--- config.mk ---
export PLATFORM = sky130hd
export DESIGN_NAME = bpu_lane
export DESIGN_NICKNAME = d
export VERILOG_FILES = /design/src/hdl/bpu_pkg.sv /design/src/hdl/bpu_lane.sv
export SDC_FILE = /design/constraint.sdc
export NUM_CORES = 1
export LEC_CHECK = 0
export ABC_AREA = 1
export BUFFER_PORTS_ARGS = -buffer_cell sky130_fd_sc_hd__buf_2
export CORE_MARGIN = 2
export CORE_UTILIZATION = 23
export CTS_CLUSTER_SIZE = 14
export DETAILED_ROUTE_END_ITERATION = 6
export PLACE_DENSITY = 0.4
export SLEW_MARGIN = 20
export SYNTH_ARGS = -nofsm -noshare
export SYNTH_HDL_FRONTEND = slang
export SYNTH_SLANG_ARGS = --single-unit
--- constraint.sdc ---
create_clock -name clock -period 3.5 [get_ports clock]
set_clock_uncertainty 0.05 [all_clocks]
set_input_delay 0.35 -clock clock [delete_from_list [all_inputs] [get_ports clock]]
set_output_delay 0.35 -clock clock [all_outputs]
set_load 0.01 [all_outputs]
--- src/hdl/bpu_pkg.sv ---
// ----------------------------------------------------------------------------
// bpu_pkg
// Shared constants, register indexes and a helper for the bit-field pixel
// unpacker.
// ----------------------------------------------------------------------------
`timescale 1ns / 1ps

package bpu_pkg;

   localparam int WORD_W   = 32;
   localparam int CHAN_W   = 8;
   localparam int NUM_W    = WORD_W + CHAN_W;
   localparam int SHIFT_W  = $clog2(WORD_W);
   localparam int CSR_IDX_W = 3;
   localparam int NUM_LANES = 4;
   // extract, scale, then one stage per quotient bit
   localparam int NUM_STAGES = 2 + CHAN_W;
   localparam logic [CHAN_W-1:0] CHANNEL_FULL = 8'd255;

   typedef enum logic [CSR_IDX_W-1:0] {
      REG_RED_MASK   = 3'd0,
      REG_GREEN_MASK = 3'd1,
      REG_BLUE_MASK  = 3'd2,
      REG_ALPHA_MASK = 3'd3,
      REG_WIDE_PIX   = 3'd4
   } csr_index_type;

   typedef logic [NUM_STAGES-1:0] stage_en_type;

   function automatic logic [SHIFT_W-1:0] lowest_set_bit(input logic [WORD_W-1:0] m);
      logic [SHIFT_W-1:0] k;
      k = '0;
      for (int i = WORD_W - 1; i >= 0; i--) begin
         if (m[i]) begin
            k = SHIFT_W'(i);
         end
      end
      return k;
   endfunction

endpackage

--- src/hdl/bpu_lane.sv ---
// ----------------------------------------------------------------------------
// bpu_lane
// One channel: field extraction, scaling by 255 and a pipelined restoring
// divider that yields one quotient bit per stage.
// ----------------------------------------------------------------------------
`timescale 1ns / 1ps

module bpu_lane (
   input  logic                          clock,
   input  bpu_pkg::stage_en_type         stage_en,
   input  logic [bpu_pkg::WORD_W-1:0]    pixel_word,
   input  logic [bpu_pkg::WORD_W-1:0]    mask,
   output logic [bpu_pkg::CHAN_W-1:0]    level
);
   import bpu_pkg::*;

   logic [WORD_W-1:0]  field_ff;
   logic [WORD_W-1:0]  span_ff [1:NUM_STAGES-1];
   logic [WORD_W-1:0]  span0_ff;
   logic [NUM_W-1:0]   num_ff  [1:NUM_STAGES-1];
   logic [CHAN_W-1:0]  quo_ff  [1:NUM_STAGES-1];

   logic [SHIFT_W-1:0] sh;
   logic [WORD_W-1:0]  field_in;
   logic [WORD_W-1:0]  span_in;

   always_comb begin
      sh       = lowest_set_bit(mask);
      field_in = (pixel_word & mask) >> sh;
      // zero mask: all-ones divisor with a zero field yields 0
      span_in  = (mask == '0) ? '1 : (mask >> sh);
   end

   always_ff @(posedge clock) begin
      if (stage_en[0]) begin
         field_ff <= field_in;
         span0_ff <= span_in;
      end
      if (stage_en[1]) begin
         num_ff[1]  <= {field_ff, {CHAN_W{1'b0}}} - {{CHAN_W{1'b0}}, field_ff};
         span_ff[1] <= span0_ff;
         quo_ff[1]  <= '0;
      end
   end

   for (genvar s = 2; s < NUM_STAGES; s++) begin : g_div
      localparam int BIT = NUM_STAGES - 1 - s;
      logic [NUM_W-1:0] sub;
      logic             take;
      always_comb begin
         sub  = {{CHAN_W{1'b0}}, span_ff[s-1]} << BIT;
         take = (num_ff[s-1] >= sub);
      end
      always_ff @(posedge clock) begin
         if (stage_en[s]) begin
            num_ff[s]  <= take ? (num_ff[s-1] - sub) : num_ff[s-1];
            span_ff[s] <= span_ff[s-1];
            quo_ff[s]  <= quo_ff[s-1] | (CHAN_W'(take) << BIT);
         end
      end
   end

   assign level = quo_ff[NUM_STAGES-1];

endmodule

---- Word level (Yosys, flattened, before mapping) ----
Memory sizes are Yosys's and may differ from the RTL's.
Cells that the tools add are included.
W data, S select, Z words.
word-level totals
  flip-flop bits (word level) ............. 64
  bits in writable memories ............... 720
  input port bits ......................... 75
  output and inout port bits .............. 8
  word-level logic and storage cells ...... 92
  memories ................................ 3
operators by class
  add/sub/neg operators ................... 9
  magnitude comparators ................... 8
  shifts and indexed selects .............. 2
  mux-type cells .......................... 58
  bitwise gates (word level) .............. 9
  reduce and logical (&&, ||, !) cells .... 1
memories
  memory   depth  width  rd ports  clocked after memory_dff  write ports  line            RTL
  num_ff   9      40     8         0                         9            bpu_lane.sv:20  logic [NUM_W-1:0] num_ff [1:NUM_STAGES-1];
  span_ff  9      32     8         0                         9            bpu_lane.sv:18  logic [WORD_W-1:0] span_ff [1:NUM_STAGES-1];
  quo_ff   9      8      9         0                         9            bpu_lane.sv:21  logic [CHAN_W-1:0] quo_ff [1:NUM_STAGES-1];
operators by type and width
  operator           count
  $mux W40           8
  $mux W5            32
  $sub A40 B32 Y40   2
  $shr A32 B5 Y32    2
  $ge A40 B32 Y1     1
  $ge A40 B33 Y1     1
  $ge A40 B34 Y1     1
  $ge A40 B35 Y1     1
  $ge A40 B36 Y1     1
  $ge A40 B37 Y1     1
  $ge A40 B38 Y1     1
  $ge A40 B39 Y1     1
  $sub A40 B33 Y40   1
  $sub A40 B34 Y40   1
  $sub A40 B35 Y40   1
  $sub A40 B36 Y40   1
  $sub A40 B37 Y40   1
  $sub A40 B38 Y40   1
  $sub A40 B39 Y40   1
  $and A32 B32 Y32   1
  $logic_not A32 Y1  1
  $mux W1            18
  $or A8 B1 Y8       1
  $or A8 B2 Y8       1
  other kinds (6)    6

---- Depth between registers and ports, before layout ----
  word-level depth ........................ 33
  mapped depth ............................ 40

---- Worst setup path after synthesis ----
Ideal clock, no wire load.
  path type ............................... reg2reg
  start ................................... register, netlist name span_ff[0][96]
  end ..................................... register, netlist name num_ff[0][195]
  library setup time ...................... 0.152 ns
  arrival ................................. 3.058 ns
  slack ................................... 0.240 ns
  cell stages (with the launch flop) ...... 20
  path buffers ............................ 0
  clock period less this slack ............ 3.260 ns
  cells stage by stage .................... edfxtp_1 -> ha_1 -> fa_1 -> o21ai_1 -> a21oi_1 -> o21bai_1 -> a21oi_1 -> inv_1 -> a21oi_2 -> o21bai_1 -> a21oi_1 -> o21ai_2 -> a21o_1 -> nand2_1 -> nand3_1 -> nand2_1 -> nand2_1 -> a31oi_1 -> or2_2 -> a31oi_1

==> results.py <==
metrics = {
    "outcome": {
        "status": "finished, final reports clean",
    },
    "power_and_ir_drop": {
        "p_leak_nw": 22.61,
        "powerDensity_nw_per_um2": 755.3,
        "power_w": 0.04068,
        "max-vdd-ir-drop_mv": 0.3990,
    },
    "placed_design": {
        "routabilityCongestion": 0.8705,
        "portBuffers": 82,
        "dp_hpwl_mm": 84.35,
    },
    "hold_path": {
        "hold_path_class": "in -> reg",
    },
    "sta": {
        "rsz0062_at_grt": "true",
        "fin_setup_tns_ns": 0,
        "hold_slack_ns": 0.1378,
        "fmax_ghz": 0.2927,
        "relSlewSlack_pct": 45.70,
        "finalCriticalPeriod_ns": 3.416,
        "worst_pin_slew_ns": 0.8145,
        "fin_crit_sh_pct": 97.60,
        "hold_viol": 0,
        "slew_violations": 0,
        "finalSetupViolations": 0,
    },
    "floorplanning": {
        "start_util_pct": 23.15,
        "io_pins": 83,
        "fp.dieW_um": 425,
        "rows": 154,
        "coreArea_um2": 176100,
        "die_y_um": 425,
        "die-area_um2": 180600,
    },
    "clock_tree": {
        "cts.path.max_buffers": 3,
        "cts.clk_slew.worst_paths_ns": 0.06,
        "root_buffer": "clkbuf_16",
        "clk_latency_ns": 0.65,
        "cts_tree": "done",
        "numCtsBuffers": 82,
        "clkSinkCount": 676,
        "cts.htree.levels": 3,
    },
    "detailed_routing": {
        "drtIter0Drc": 1537,
        "drt.antenna.violating_nets": 0,
        "via_per_inst": 4.273,
        "wire_per_inst_um": 15.08,
        "vias": 31960,
        "drc_errors": 0,
        "totalWireLength_mm": 112.8,
        "drt-pass1-iter-count": 5,
    },
    "yosys": {
        "synth_area_leaders": "edfxtp_1 (50%), ha_1 (8.6%), nand2_1 (7.2%), inv_1 (4.9%), nand3_1 (4.8%)",
        "post-synth-top-count-cell": "nand2_1",
        "synth_top_area_share_pct": 49.80,
        "yosys.area.top_type": "edfxtp_1",
        "synthDistinctLibCells": 68,
        "synth_area_um2": 40770,
        "synth_edf_count": 676,
        "avgSynthCellArea_um2": 9.369,
        "seq_area_frac_synth_pct": 49.80,
        "synth_seq_cells": 676,
        "syn-instance-count": 4351,
        "async_reset_ff_share_pct": 0,
        "synth_fp_nets": 4714,
        "ys_warn_count": 0,
        "ys.flop_type": "edfxtp_1",
        "ys_top_cells_by_count": "nand2_1 (779), edfxtp_1 (676), inv_1 (537)",
    },
    "critical_path": {
        "crit_arrival_ns": 3.77,
        "cp_max_fo": 9,
        "worstSetupEndpointType": "flop",
        "crit_type": "reg -> reg",
        "cp-start-kind": "flop",
        "critPathRequiredTime_ns": 3.85,
    },
    "job": {
        "cap_violations": 0,
    },
    "global_route": {
        "grt_usage_pct": 12.00,
        "grt_max_degree": 79,
        "antenna_found_initial": 3,
        "grt_remaining_overflow": 0,
        "grt_pass1_vias": 32540,
        "grt_pass1_wl_mm": 173.5,
    },
    "final_layout": {
        "drive_above_1_share_pct": 25.16,
        "final_nets": 5433,
        "seq_area_um2": 20300,
        "multi_input_comb_area_um2": 19690,
        "area_growth_pct": 32.11,
        "diodes": 0,
        "fill_cells": 18430,
    },
}
worst paths after layout:
path | depth (start not counted) | end | start | slack (ns)
setup / recovery | 21 | num_ff[0][355] | num_ff[0][283] | 0.08
hold / removal | 3 | field_ff[15] | pixel_word[31] | 0.14
setup reg to reg | 21 | num_ff[0][355] | num_ff[0][283] | 0.08
hold reg to reg | 0 | quo_ff[0][39] | quo_ff[0][31] | 0.36
layer usage:
layer,global-route usage (%),wire [µm],vias up
met2,21.23,56030,439
met1,14.23,47440,14700
met4,5.804,6355,4
li1,-,-,16590
met3,1.651,2923,231
met5,0,33,-
critical path: stages (launching register included):
cell,delay [ns]
edfxtp_1,0.44
ha_4,0.34
nand2_4,0.06
o21ai_4,0.20
a21oi_4,0.09
o31ai_4,0.26
nand2_1,0.09
o211ai_1,0.16
a21oi_2,0.13
inv_2,0.10
a21oi_4,0.07
inv_2,0.08
a21oi_4,0.07
o21bai_4,0.18
o21ai_2,0.07
nand4_1,0.08
buf_6,0.22
nand2_2,0.07
inv_2,0.08
nand4_4,0.09
buf_6,0.14
xnor2_2,0.12
where the power goes:
| group | switching, W | internal (W) |
|---|---|---|
| Clock | 0.00343 | 0.00492 |
| Combinational | 0.00989 | 0.00938 |
| Sequential | 0.00123 | 0.0118 |
| Total | 0.0145 | 0.0261 |
layout by cell type, fill, tap and decap left out, drive strengths merged, types with 8 or more instances in the layout:
cell    count
o21ai     288
nor2      289
clkinv     50
a21oi     388
buf       736
xor2      145
o31ai      15
o211ai     24
clkbuf    105
nor4       16
nor3       38
o221ai      8
nand4      69
nand3     392
a31oi      28
edfxtp    676
nand2     793
nand3b      8
o21a       24
a211oi     11
ha        281
a21o       11
xnor2     127
o21bai     13
inv       553
logic make-up (layout without fill, tap and decap cells):
group,count (synthesis),after routing,share of synthesized area [%]
buffers and inverters,667,1456,6.620
adders and majority gates,288,288,8.968
DFF,676,676,49.80
AOI/OAI and AO/OA,832,832,11.59
xor gates and xnor gates,272,272,5.844
other,1,1,0.009199
and+or+nand+nor,1615,1615,17.17
stage by stage:
step           cells  worst slack [ns]  util, %  area, µm²
2_1_floorplan   4351            0.2401        -      40770
3_3_place_gp    7194           -0.4884    27.17      47840
3_5_place_dp    7194           -0.4828    27.17      47840
4_1_cts         7392           -0.1077    29.20      51430
5_1_grt         7480           -0.1244    30.58      53860
6_report        7480           0.08391    30.58      53860
final cells by class:
cell class | instances | share of cell area, %
inverters | 556 | 3.894
well taps | 2340 | 5.436
flip-flops and latches | 676 | 37.69
repair buffers | 746 | 11.50
clock buffers | 96 | 3.987
multi-input cells | 3008 | 36.56
clock inverters | 58 | 0.9316
registers in the layout (all words and copies together) (netlist names):
signal and flops:
quo_ff 36, span0_ff 32, num_ff 320, span_ff 256, field_ff 32
what timing repair did:
action / CTS / global route
pin swaps: 26 / 135
gates resized for setup: 130 / 391
setup buffers: 38 / 79
hold endpoints to repair: 8 / 0
gates cloned: 9 / 12
hold buffers: 1 / 0
endpoints found under the setup margin: 131 / 205
(Power assumes the default switching activity.)
